### src/hdl/ppta_pkg.sv
// ----------------------------------------------------------------------------
// ppta_pkg: shared types and constants for the polygon point test block
// Command codes, controller states and the command/status bundles that run
// between the controller and the datapath.
// ----------------------------------------------------------------------------
`default_nettype none

package ppta_pkg;

  // Width of the doubled-area result
  localparam int unsigned AREA_W = 34;

  // Command codes
  typedef enum logic [1:0] {
    CMD_CLEAR  = 2'd0,
    CMD_APPEND = 2'd1,
    CMD_TEST   = 2'd2,
    CMD_REPORT = 2'd3
  } cmd_e;

  // Controller states
  typedef enum logic [1:0] {
    ST_IDLE   = 2'd0,
    ST_ISSUE  = 2'd1,
    ST_DRAIN  = 2'd2,
    ST_RESULT = 2'd3
  } state_e;

  // Controller to datapath
  typedef struct packed {
    logic capture;  // take a new command beat
    logic issue;    // issue one vertex read
    logic load;     // form the result registers
  } ctrl_cmd_t;

  // Datapath to controller
  typedef struct packed {
    logic cnt_zero;    // vertex table empty
    logic last_issue;  // current read is the last of the walk
    logic pipe_busy;   // edge pipeline still holds work
  } dp_stat_t;

endpackage

`default_nettype wire

### src/hdl/ppta_ctrl.sv
// ----------------------------------------------------------------------------
// ppta_ctrl: command sequencer
// Accepts one command beat, steps the datapath through the vertex walk,
// waits for the edge pipeline to empty and strobes the result.
// ----------------------------------------------------------------------------
`default_nettype none

module ppta_ctrl (
  input  wire logic                 clk_i,
  input  wire logic                 rst_ni,
  input  wire logic                 start_i,
  input  wire logic [1:0]           command_i,
  input  wire ppta_pkg::dp_stat_t   stat_i,
  output      ppta_pkg::ctrl_cmd_t  cmd_o,
  output      logic                 busy_o,
  output      logic                 done_o
);
  import ppta_pkg::*;

  state_e    state_q, state_d;
  ctrl_cmd_t cmd;
  logic      walk_cmd;

  // State register
  always_ff @(posedge clk_i or negedge rst_ni) begin
    if (!rst_ni) begin
      state_q <= ST_IDLE;
    end else begin
      state_q <= state_d;
    end
  end

  // Test and report walk the table unless it is empty
  assign walk_cmd = ((command_i == CMD_TEST) || (command_i == CMD_REPORT)) && !stat_i.cnt_zero;

  // Next state and commands
  always_comb begin
    state_d     = state_q;
    cmd.capture = 1'b0;
    cmd.issue   = 1'b0;
    cmd.load    = 1'b0;
    unique case (state_q)
      ST_IDLE: begin
        if (start_i) begin
          cmd.capture = 1'b1;
          state_d     = walk_cmd ? ST_ISSUE : ST_DRAIN;
        end
      end
      ST_ISSUE: begin
        cmd.issue = 1'b1;
        if (stat_i.last_issue) begin
          state_d = ST_DRAIN;
        end
      end
      ST_DRAIN: begin
        if (!stat_i.pipe_busy) begin
          cmd.load = 1'b1;
          state_d  = ST_RESULT;
        end
      end
      ST_RESULT: begin
        state_d = ST_IDLE;
      end
      default: begin
        state_d = ST_IDLE;
      end
    endcase
  end

  assign cmd_o  = cmd;
  assign busy_o = (state_q != ST_IDLE);
  assign done_o = (state_q == ST_RESULT);

endmodule

`default_nettype wire

### config.mk
export PLATFORM = sky130hd
export DESIGN_NAME = ppta_ctrl
export DESIGN_NICKNAME = d
export VERILOG_FILES = /design/src/hdl/ppta_pkg.sv /design/src/hdl/ppta_ctrl.sv
export SDC_FILE = /design/constraint.sdc
export NUM_CORES = 1
export LEC_CHECK = 0
export ABC_AREA = 1
export BUFFER_PORTS_ARGS = -buffer_cell sky130_fd_sc_hd__clkbuf_2
export CORE_AREA = 2 2 39 41
export DETAILED_ROUTE_END_ITERATION = 12
export DIE_AREA = 0 0 41 43
export GPL_TIMING_DRIVEN = 0
export PLACE_DENSITY = 0.5
export SLEW_MARGIN = 0
export SYNTH_ARGS = -nofsm -noshare
export SYNTH_HDL_FRONTEND = slang
export SYNTH_SLANG_ARGS = --single-unit
### constraint.sdc
create_clock -name clk_i -period 3.2 [get_ports clk_i]
set_clock_uncertainty 0.15 [all_clocks]
set_input_delay 0 -clock clk_i [delete_from_list [all_inputs] [get_ports clk_i]]
set_output_delay 0 -clock clk_i [all_outputs]
set_load 0.1 [all_outputs]
==> results of run 1 <==
==> worst max-delay path: stages, from the launching register on <==
cell	delay (ps)
dfrtp_1	380
inv_1	90
ha_1	230
nand3_1	90
dlygate4sd3_1	540
nand2_1	50
nand2_1	60
nand2_1	40
==> final cells by class <==
type | count | share of cell area
multi-input combinational | 26 | 0.3876
sequential | 2 | 0.1303
clock buffer | 3 | 0.05863
inverter | 10 | 0.09772
tap | 16 | 0.05212
timing repair buffer | 16 | 0.2736
==> cell usage in the layout, fill, tap and decap left out <==
master	Yosys	routed
dfrtp_1	2	2
nor2_1	1	1
dlygate4sd3_1	0	5
inv_1	9	9
clkbuf_4	0	3
nor2_2	1	1
inv_2	1	1
clkbuf_2	0	11
nand2_1	16	16
nand3_1	2	2
nand2_2	1	1
ha_1	5	5
==> worst max path at each step <==
stage	depth (start not counted)	startpoint	to
finish	7	state_q[0]$_DFFE_PN0P_	state_q[0]$_DFFE_PN0P_
CTS	7	state_q[0]$_DFFE_PN0P_	state_q[0]$_DFFE_PN0P_
global placement	5	state_q[0]$_DFFE_PN0P_	cmd_o[0]
global route	7	state_q[1]$_DFFE_PN0P_	state_q[0]$_DFFE_PN0P_
floorplan	4	state_q[0]$_DFFE_PN0P_	cmd_o[0]
detailed placement	5	state_q[0]$_DFFE_PN0P_	cmd_o[0]
==> per-stage QoR <==
stage,utilization,cells
6_report,0.2776,73
5_1_grt,0.2776,73
4_1_cts,0.2776,73
3_5_place_dp,0.2251,65
3_3_place_gp,0.2251,65
2_1_floorplan,-,38
==> kinds of logic (layout without fill, tap and decap cells) <==
group / after synthesis / after routing / share of synthesized area
adder cells (fa/ha/maj): 5 / 5 / 0.2646
AND/OR/NAND/NOR: 21 / 21 / 0.3651
flip-flops: 2 / 2 / 0.2116
buffers and inverters: 10 / 29 / 0.1587
==> routing by layer <==
metal | part of all wire | GRT usage
met4 | 0.044 | 0.08000
met1 | 0.43 | 0.07395
met3 | 0.079 | 0.01571
met2 | 0.45 | 0.09063
met5 | 0 | 0
==> timing repair <==
action	CTS	global route
hold endpoints to repair	4	0
hold buffers	5	0
setup endpoints to repair	0	0
==> reports/qor.csv, run 1 <==
stage,metric,value,unit
outcome,status,completed,
clocking,post_cts_buffers,0,
synth,synth_area_leaders,"ha_1, nand2_1, dfrtp_1, inv_1, nand3_1",
final_layout,fill_cells,167,
min_path,hp-class,input pin to flop,
sta,max_slew_margin,0.6398,
synth,ys_ff_latch,2,
place,dp_hpwl,382.7,um
die,fp.dieW,41,um
setup_path,endpoint_kind,flop,
global_route,track_usage,0.06727,
synth,synth-edff-count,0,
final_layout,diodes,0,
clocking,htreeDepth,1,
sta,slew_viol_final,0,
sta,timing.final.crit_share,0.5445,
global_route,grt_overflow,0,
die,die_h,43,um
sta,tightest_slew,542.6,ps
min_path,worstHoldPathCells,6,
final_layout,seq_area,50.05,um2
routing,dr.pass1.iters,2,
setup_path,r2r_slack,1460,ps
global_route,grt_pass1_wl,759,um
routing,ant_nets,0,
synth,synth_most_common_cell,nand2_1,
synth,synth_area,236.5,um2
setup_path,reg2reg_depth,7,
setup_path,arrival,1710,ps
sta,fmax,574.0,MHz
min_path,holdCritStartpoint,stat_i[0],
clocking,cts.sinks,2,
clocking,root_buffer,clkbuf_4,
clocking,clkLatencyLatePin,230,ps
setup_path,worstSetupPathType,flop to flop,
sta,hold_slack,17.26,ps
synth,synth_area_leader_cell,ha_1,
place,gp_congestion,0.6360,
flow_run,max_cap_viol_count,0,
routing,drt_wl_total,482,um
sta,finalHoldViolCount,0,
sta,rsz0062_at_grt,false,
routing,avgViaCountPerCell,3.589,
clocking,clockBufferDepth,2,
final_layout,layout.nets,72,
die,core,1384,um2
clocking,clk_pin_slew_worst_paths,30,ps
synth,synth_common_cells,"nand2_1, inv_1, ha_1, dfrtp_1, nand3_1",
synth,synth_seq_area_share,0.2116,
sta,finalWorstPathRequiredPeriod,1742,ps
clocking,cts_made_buffers,3,
global_route,first_global_vias,230,
final_layout,reg.largest.list,state_q x2,
routing,num_vias,262,
place,placed_cell_area,311.5,um2
final_layout,largest_register_ffs,2,
die,row_count,14,
die,io_pins,13,
place,dp_slack,1756,ps
final_layout,multi_input_area,148.9,um2
global_route,grt_start_max_net_pins,5,
synth,syn-num-nets,51,
sta,finalWorstSetupSlack,1458,ps
die,dieArea,1763,um2
routing,drtIter0Drc,4,
clocking,cts_resized,0,
synth,synth_ff_type,dfrtp_1,
synth,async_flop_share,1.000,
sta,setup-tns-final,0,ps
final_layout,drive_above_1_share,0.2982,
routing,route.detailed.drc,0,
final_layout,final_area,384.1,um2
synth,syn_inst,38,
setup_path,r2r_end,state_q[0]$_DFFE_PN0P_,
synth,synth_top_area_share,0.2646,
min_path,min_to,state_q[1]$_DFFE_PN0P_,
synth,ys_types,9,
final_layout,syn_to_final_growth,62.43,%
clocking,cts_tree,built,
final_layout,top_register,state_q,
setup_path,startpoint_type,flop,
die,initial_utilization,0.1709,
synth,avgSynthCellArea,6.223,um2
global_route,antenna_found_initial,0,
setup_path,worstPathMaxFanout,4,
sta,setup-violations-final,0,
setup_path,crit_required,3160,ps
synth,yosysWarnings,0,
place,port_buffers,11,
routing,drt-wirelength-per-cell,6.603,um
setup_path,timing.rr.start,state_q[0]$_DFFE_PN0P_,
Power of run 1 is not shown: default switching activity piles up to over one toggle a cycle in this logic, so the estimate is an artifact.
==> run 2: changes to the inputs <==
clock period = 1.8 ns   (was 3.2 ns; I/O delays follow)
==> reports/qor.csv, run 2 (synthesis results as in run 1) <==
stage,metric,value,unit,change
outcome,status,completed,,
final_layout,layout_common_cells,"nand2_1, clkbuf_2, inv_1",,
die,dieArea,1763,um2,unchanged
setup_path,crit_required,1760,ps,-1400 ps
clocking,root_buffer,clkbuf_4,,
sta,timing.final.crit_share,0.9406,,+0.3961
global_route,busiest_layer,met1,,
clocking,clockBufferDepth,2,,unchanged
routing,avgViaCountPerCell,3.431,,-4.4%
sta,finalHoldViolCount,0,,unchanged
final_layout,drive_above_1_share,0.3929,,+0.09461
global_route,grt_overflow,0,,unchanged
place,port_buffers,11,,unchanged
global_route,first_global_vias,223,,-3.0%
clocking,post_cts_buffers,0,,unchanged
die,fp.dieW,41,um,unchanged
setup_path,arrival,1650,ps,-60 ps
setup_path,startpoint_type,flop,,
die,initial_utilization,0.1709,,unchanged
place,gp_congestion,0.6344,,-0.25%
routing,route.detailed.drc,0,,unchanged
sta,setup-violations-final,0,,unchanged
sta,slew_viol_final,0,,unchanged
final_layout,layout.nets,71,,-1.4%
global_route,track_usage,0.06426,,-0.003012
global_route,antenna_found_initial,0,,unchanged
sta,finalWorstPathRequiredPeriod,1693,ps,-49.26 ps
sta,rsz0062_at_grt,false,,
sta,max_slew_margin,0.6420,,+0.002250
routing,drtIter0Drc,8,,+4
sta,tightest_slew,539.2,ps,-3.389 ps
final_layout,syn_to_final_growth,61.38,%,
min_path,hp-class,input pin to flop,,
place,dp_hpwl,381.4,um,-0.34%
global_route,grt_pass1_wl,745,um,-1.8%
global_route,met2_usage,0.07813,,-0.01250
clocking,clkLatencyLatePin,220,ps,about the same
flow_run,max_cap_viol_count,0,,unchanged
die,io_pins,13,,unchanged
clocking,cts_tree,built,,
global_route,grt_use_met1,0.08682,,+0.01286
final_layout,largest_register_ffs,2,,unchanged
setup_path,worstSetupPathType,flop to flop,,
final_layout,top_register,state_q,,
final_layout,reg.largest.list,state_q x2,,
routing,drt-wirelength-per-cell,6.542,um,-0.92%
global_route,grt_util_met3,0.01571,,unchanged
die,core,1384,um2,unchanged
setup_path,endpoint_kind,flop,,
routing,drt_wl_total,471,um,-2.3%
routing,dr.pass1.iters,4,,+2
final_layout,diodes,0,,unchanged
global_route,grt_start_max_net_pins,5,,unchanged
die,row_count,14,,unchanged
routing,num_vias,247,,-5.7%
clocking,clk_pin_slew_worst_paths,30,ps,about the same
setup_path,worstPathMaxFanout,4,,unchanged
final_layout,fill_cells,160,,-4.2%
routing,ant_nets,0,,unchanged
sta,setup-tns-final,0,ps,unchanged
final_layout,layout_commonest_cell,nand2_1,,
clocking,cts_made_buffers,3,,unchanged
clocking,cts.sinks,2,,unchanged
die,die_h,43,um,unchanged
clocking,htreeDepth,1,,unchanged
sta,fmax,590.7,MHz,+2.9%
## run 2: layout make-up
type | instances | area [um2] | share of cell area
multi-input combinational | 26 | 156.4 | 0.4098
timing repair buffer | 15 | 95.09 | 0.2492
sequential | 2 | 50.05 | 0.1311
inverter | 10 | 37.54 | 0.09836
clock buffer | 3 | 22.52 | 0.05902
tap | 16 | 20.02 | 0.05246
## run 2: layer usage
layer,share of wire,vias up
li1,-,143
met1,0.47,96
met2,0.45,8
met3,0.081,0
met4,0,0
met5,0,-
## run 2: what timing repair did
| action | CTS | global route |
|---|---|---|
| hold buffers | 4 | 0 |
| gates resized for setup | 0 | 3 |
| endpoints found under the hold margin | 3 | 0 |
| endpoints found under the setup margin | 0 | 1 |
## run 2: worst paths after layout
kind	end	cells after the start	slack, ps	from
max	state_q[0]$_DFFE_PN0P_	7	110	state_q[0]$_DFFE_PN0P_
min	state_q[1]$_DFFE_PN0P_	7	20	stat_i[2]
max reg2reg	state_q[0]$_DFFE_PN0P_	7	110	state_q[0]$_DFFE_PN0P_
min reg2reg	state_q[1]$_DFFE_PN0P_	2	410	state_q[1]$_DFFE_PN0P_
max in group asynchronous	state_q[1]$_DFFE_PN0P_	3	880	rst_ni
min in group asynchronous	state_q[0]$_DFFE_PN0P_	3	490	rst_ni
## run 2: worst max-delay path: stages (launching register included)
cell and delay, ps:
dfrtp_1 400, inv_2 70, ha_2 200, nand3_1 70
dlygate4sd3_1 540, nand2_1 50, nand2_1 50, nand2_1 50
## run 2: stage by stage
step / cells / setup slack (ps) / hold slack (ps) / util / area [um2]
3_3_place_gp: 65 / 362.4 / -363.1 / 0.2288 / 316.6
5_1_grt: 72 / 11.14 / 88.86 / 0.2758 / 381.6
6_report: 72 / 107.0 / 19.18 / 0.2758 / 381.6
2_1_floorplan: 38 / 156.3 / -445.6 / - / 241.5
3_5_place_dp: 65 / 354.4 / -361.8 / 0.2288 / 316.6
4_1_cts: 72 / 41.09 / 21.95 / 0.2740 / 379.1
Power of run 2 is left out for the same reason.
==> run 3: changes to the inputs <==
ABC_AREA = default   (was 1)
PLACE_DENSITY = 0.47   (was 0.5)
==> reports/qor.csv, run 3 <==
stage,metric,value,unit,change
die,initial_utilization,0.1474,,-0.02351
final_layout,drive_above_1_share,0.5263,,+0.1335
routing,drtIter0Drc,1,,-7
clocking,cts.sinks,2,,unchanged
global_route,grt_start_max_net_pins,5,,unchanged
synth,synth_top_area_share,0.3067,,+0.04220
synth,ys_ff_latch,2,,unchanged
setup_path,worstPathMaxFanout,4,,unchanged
outcome,status,completed,,
place,port_buffers,11,,unchanged
sta,timing.final.crit_share,0.9249,,-0.01570
synth,synth_most_common_cell,ha_1,,
synth,synth-edff-count,0,,unchanged
synth,synth_seq_area_share,0.2454,,+0.03376
final_layout,diodes,0,,unchanged
setup_path,crit_required,1650,ps,-110 ps
synth,synth_area,203.9,um2,-14%
synth,avgSynthCellArea,9.712,um2,+56%
routing,avgViaCountPerCell,3.500,,+2.0%
final_layout,layout_common_cells,"clkbuf_2, inv_1, ha_1",,
die,fp.dieW,41,um,unchanged
place,dp_hpwl,336.6,um,-12%
sta,rsz0062_at_grt,false,,
clocking,clockBufferDepth,2,,unchanged
routing,route.detailed.drc,0,,unchanged
clocking,clkLatencyLatePin,220,ps,about the same
sta,finalHoldViolCount,0,,unchanged
final_layout,multi_input_area,140.1,um2,-10%
sta,fmax,600.7,MHz,+1.7%
routing,drt_wl_total,401,um,-15%
synth,yosysWarnings,0,,unchanged
final_layout,reg.largest.list,state_q x2,,
global_route,grt_overflow,0,,unchanged
setup_path,worstSetupPathType,flop to output port,,
synth,synth_ff_type,dfrtp_1,,
clocking,cts_tree,built,,
routing,drt-wirelength-per-cell,7.426,um,+14%
clocking,clk_pin_slew_worst_paths,30,ps,about the same
sta,finalWorstPathRequiredPeriod,1665,ps,-28.25 ps
clocking,cts_resized,0,,unchanged
sta,tightest_slew,540.3,ps,+1.015 ps
die,die_h,43,um,unchanged
global_route,track_usage,0.06426,,unchanged
setup_path,reg2reg_depth,5,,-2
setup_path,endpoint_kind,output port,,
final_layout,fill_cells,159,,-0.63%
min_path,hp-class,input pin to flop,,
place,dp_slack,218.4,ps,-136.0 ps
sta,max_slew_margin,0.6414,,-0.0006730
synth,synth_area_leaders,"ha_1, dfrtp_1, inv_1, mux2_4, o221ai_2",,
global_route,antenna_found_initial,0,,unchanged
die,dieArea,1763,um2,unchanged
sta,setup-violations-final,0,,unchanged
final_layout,syn_to_final_growth,65.03,%,
die,row_count,14,,unchanged
final_layout,layout.nets,53,,-25%
clocking,post_cts_buffers,0,,unchanged
sta,finalWorstSetupSlack,135.2,ps,+28.25 ps
setup_path,arrival,1510,ps,-140 ps
clocking,cts_made_buffers,3,,unchanged
routing,num_vias,189,,-23%
clocking,htreeDepth,1,,unchanged
synth,syn-num-nets,34,,-33%
final_layout,seq_area,50.05,um2,unchanged
routing,ant_nets,0,,unchanged
place,placed_cell_area,284.0,um2,-10%
min_path,worstHoldPathCells,4,,-3
place,gp_congestion,0.5688,,-10%
final_layout,top_register,state_q,,
global_route,grt_pass1_wl,710,um,-4.7%
routing,dr.pass1.iters,2,,-2
synth,syn_inst,21,,-45%
final_layout,largest_register_ffs,2,,unchanged
clocking,ctsHoldBuffers,3,,-1
setup_path,startpoint_type,flop,,
die,core,1384,um2,unchanged
final_layout,layout_commonest_cell,clkbuf_2,,
global_route,first_global_vias,206,,-7.6%
die,io_pins,13,,unchanged
clocking,root_buffer,clkbuf_4,,
sta,slew_viol_final,0,,unchanged
synth,synth_area_leader_cell,ha_1,,
flow_run,max_cap_viol_count,0,,unchanged
synth,async_flop_share,1.000,,unchanged
synth,ys_types,12,,+3
synth,synth_common_cells,"ha_1, inv_1, dfrtp_1, o21ai_0",,
final_layout,final_area,336.6,um2,-12%
[run 3: cell families after synthesis]
group,synth area share
and+or+nand+nor,0.1104
muxes,0.1227
AOI/OAI and AO/OA,0.1227
adders and majority gates,0.3067
buffers and inverters,0.09199
DFF,0.2454
[run 3: metal layers]
| layer | wire [um] | vias up | global-route usage | share of wire |
|---|---|---|---|---|
| met2 | 217 | 6 | 0.08750 | 0.54 |
| met5 | 0 | - | 0 | 0 |
| li1 | - | 102 | - | - |
| met1 | 159 | 81 | 0.05788 | 0.40 |
| met3 | 23 | 0 | 0.04712 | 0.057 |
| met4 | 0 | 0 | 0.06000 | 0 |
[run 3: layout make-up]
class | instances | area share
Timing Repair Buffer | 14 | 0.2528
Tap cell | 16 | 0.05948
Inverter | 5 | 0.05576
Clock buffer | 3 | 0.06691
Multi-Input combinational cell | 14 | 0.4164
Sequential cell | 2 | 0.1487
[run 3: per-stage QoR]
step	util	setup TNS [ps]	hold WS [ps]	instances
after global placement	0.2052	0	-361.3	48
after detailed placement	0.2052	0	-359.5	48
after floorplan	-	-126.0	-445.6	21
final	0.2432	0	4.171	54
after global routing	0.2432	0	37.33	54
after CTS	0.2432	0	6.771	54
[run 3: path summary, 6_finish.rpt]
check	startpoint	to	slack, ps
max	state_q[0]$_DFFE_PN0P_	cmd_o[0]	140
min	stat_i[0]	state_q[1]$_DFFE_PN0P_	4
max reg2reg	state_q[1]$_DFFE_PN0P_	state_q[0]$_DFFE_PN0P_	240
min reg2reg	state_q[0]$_DFFE_PN0P_	state_q[0]$_DFFE_PN0P_	440
max in group asynchronous	rst_ni	state_q[1]$_DFFE_PN0P_	890
min in group asynchronous	rst_ni	state_q[0]$_DFFE_PN0P_	480
[run 3: critical path, cell delays in order (launching register included)]
cell,delay [ps]
dfrtp_1,400
inv_1,120
ha_1,170
inv_1,60
nor2_2,90
clkbuf_2,450
Power of run 3 is left out for the same reason.
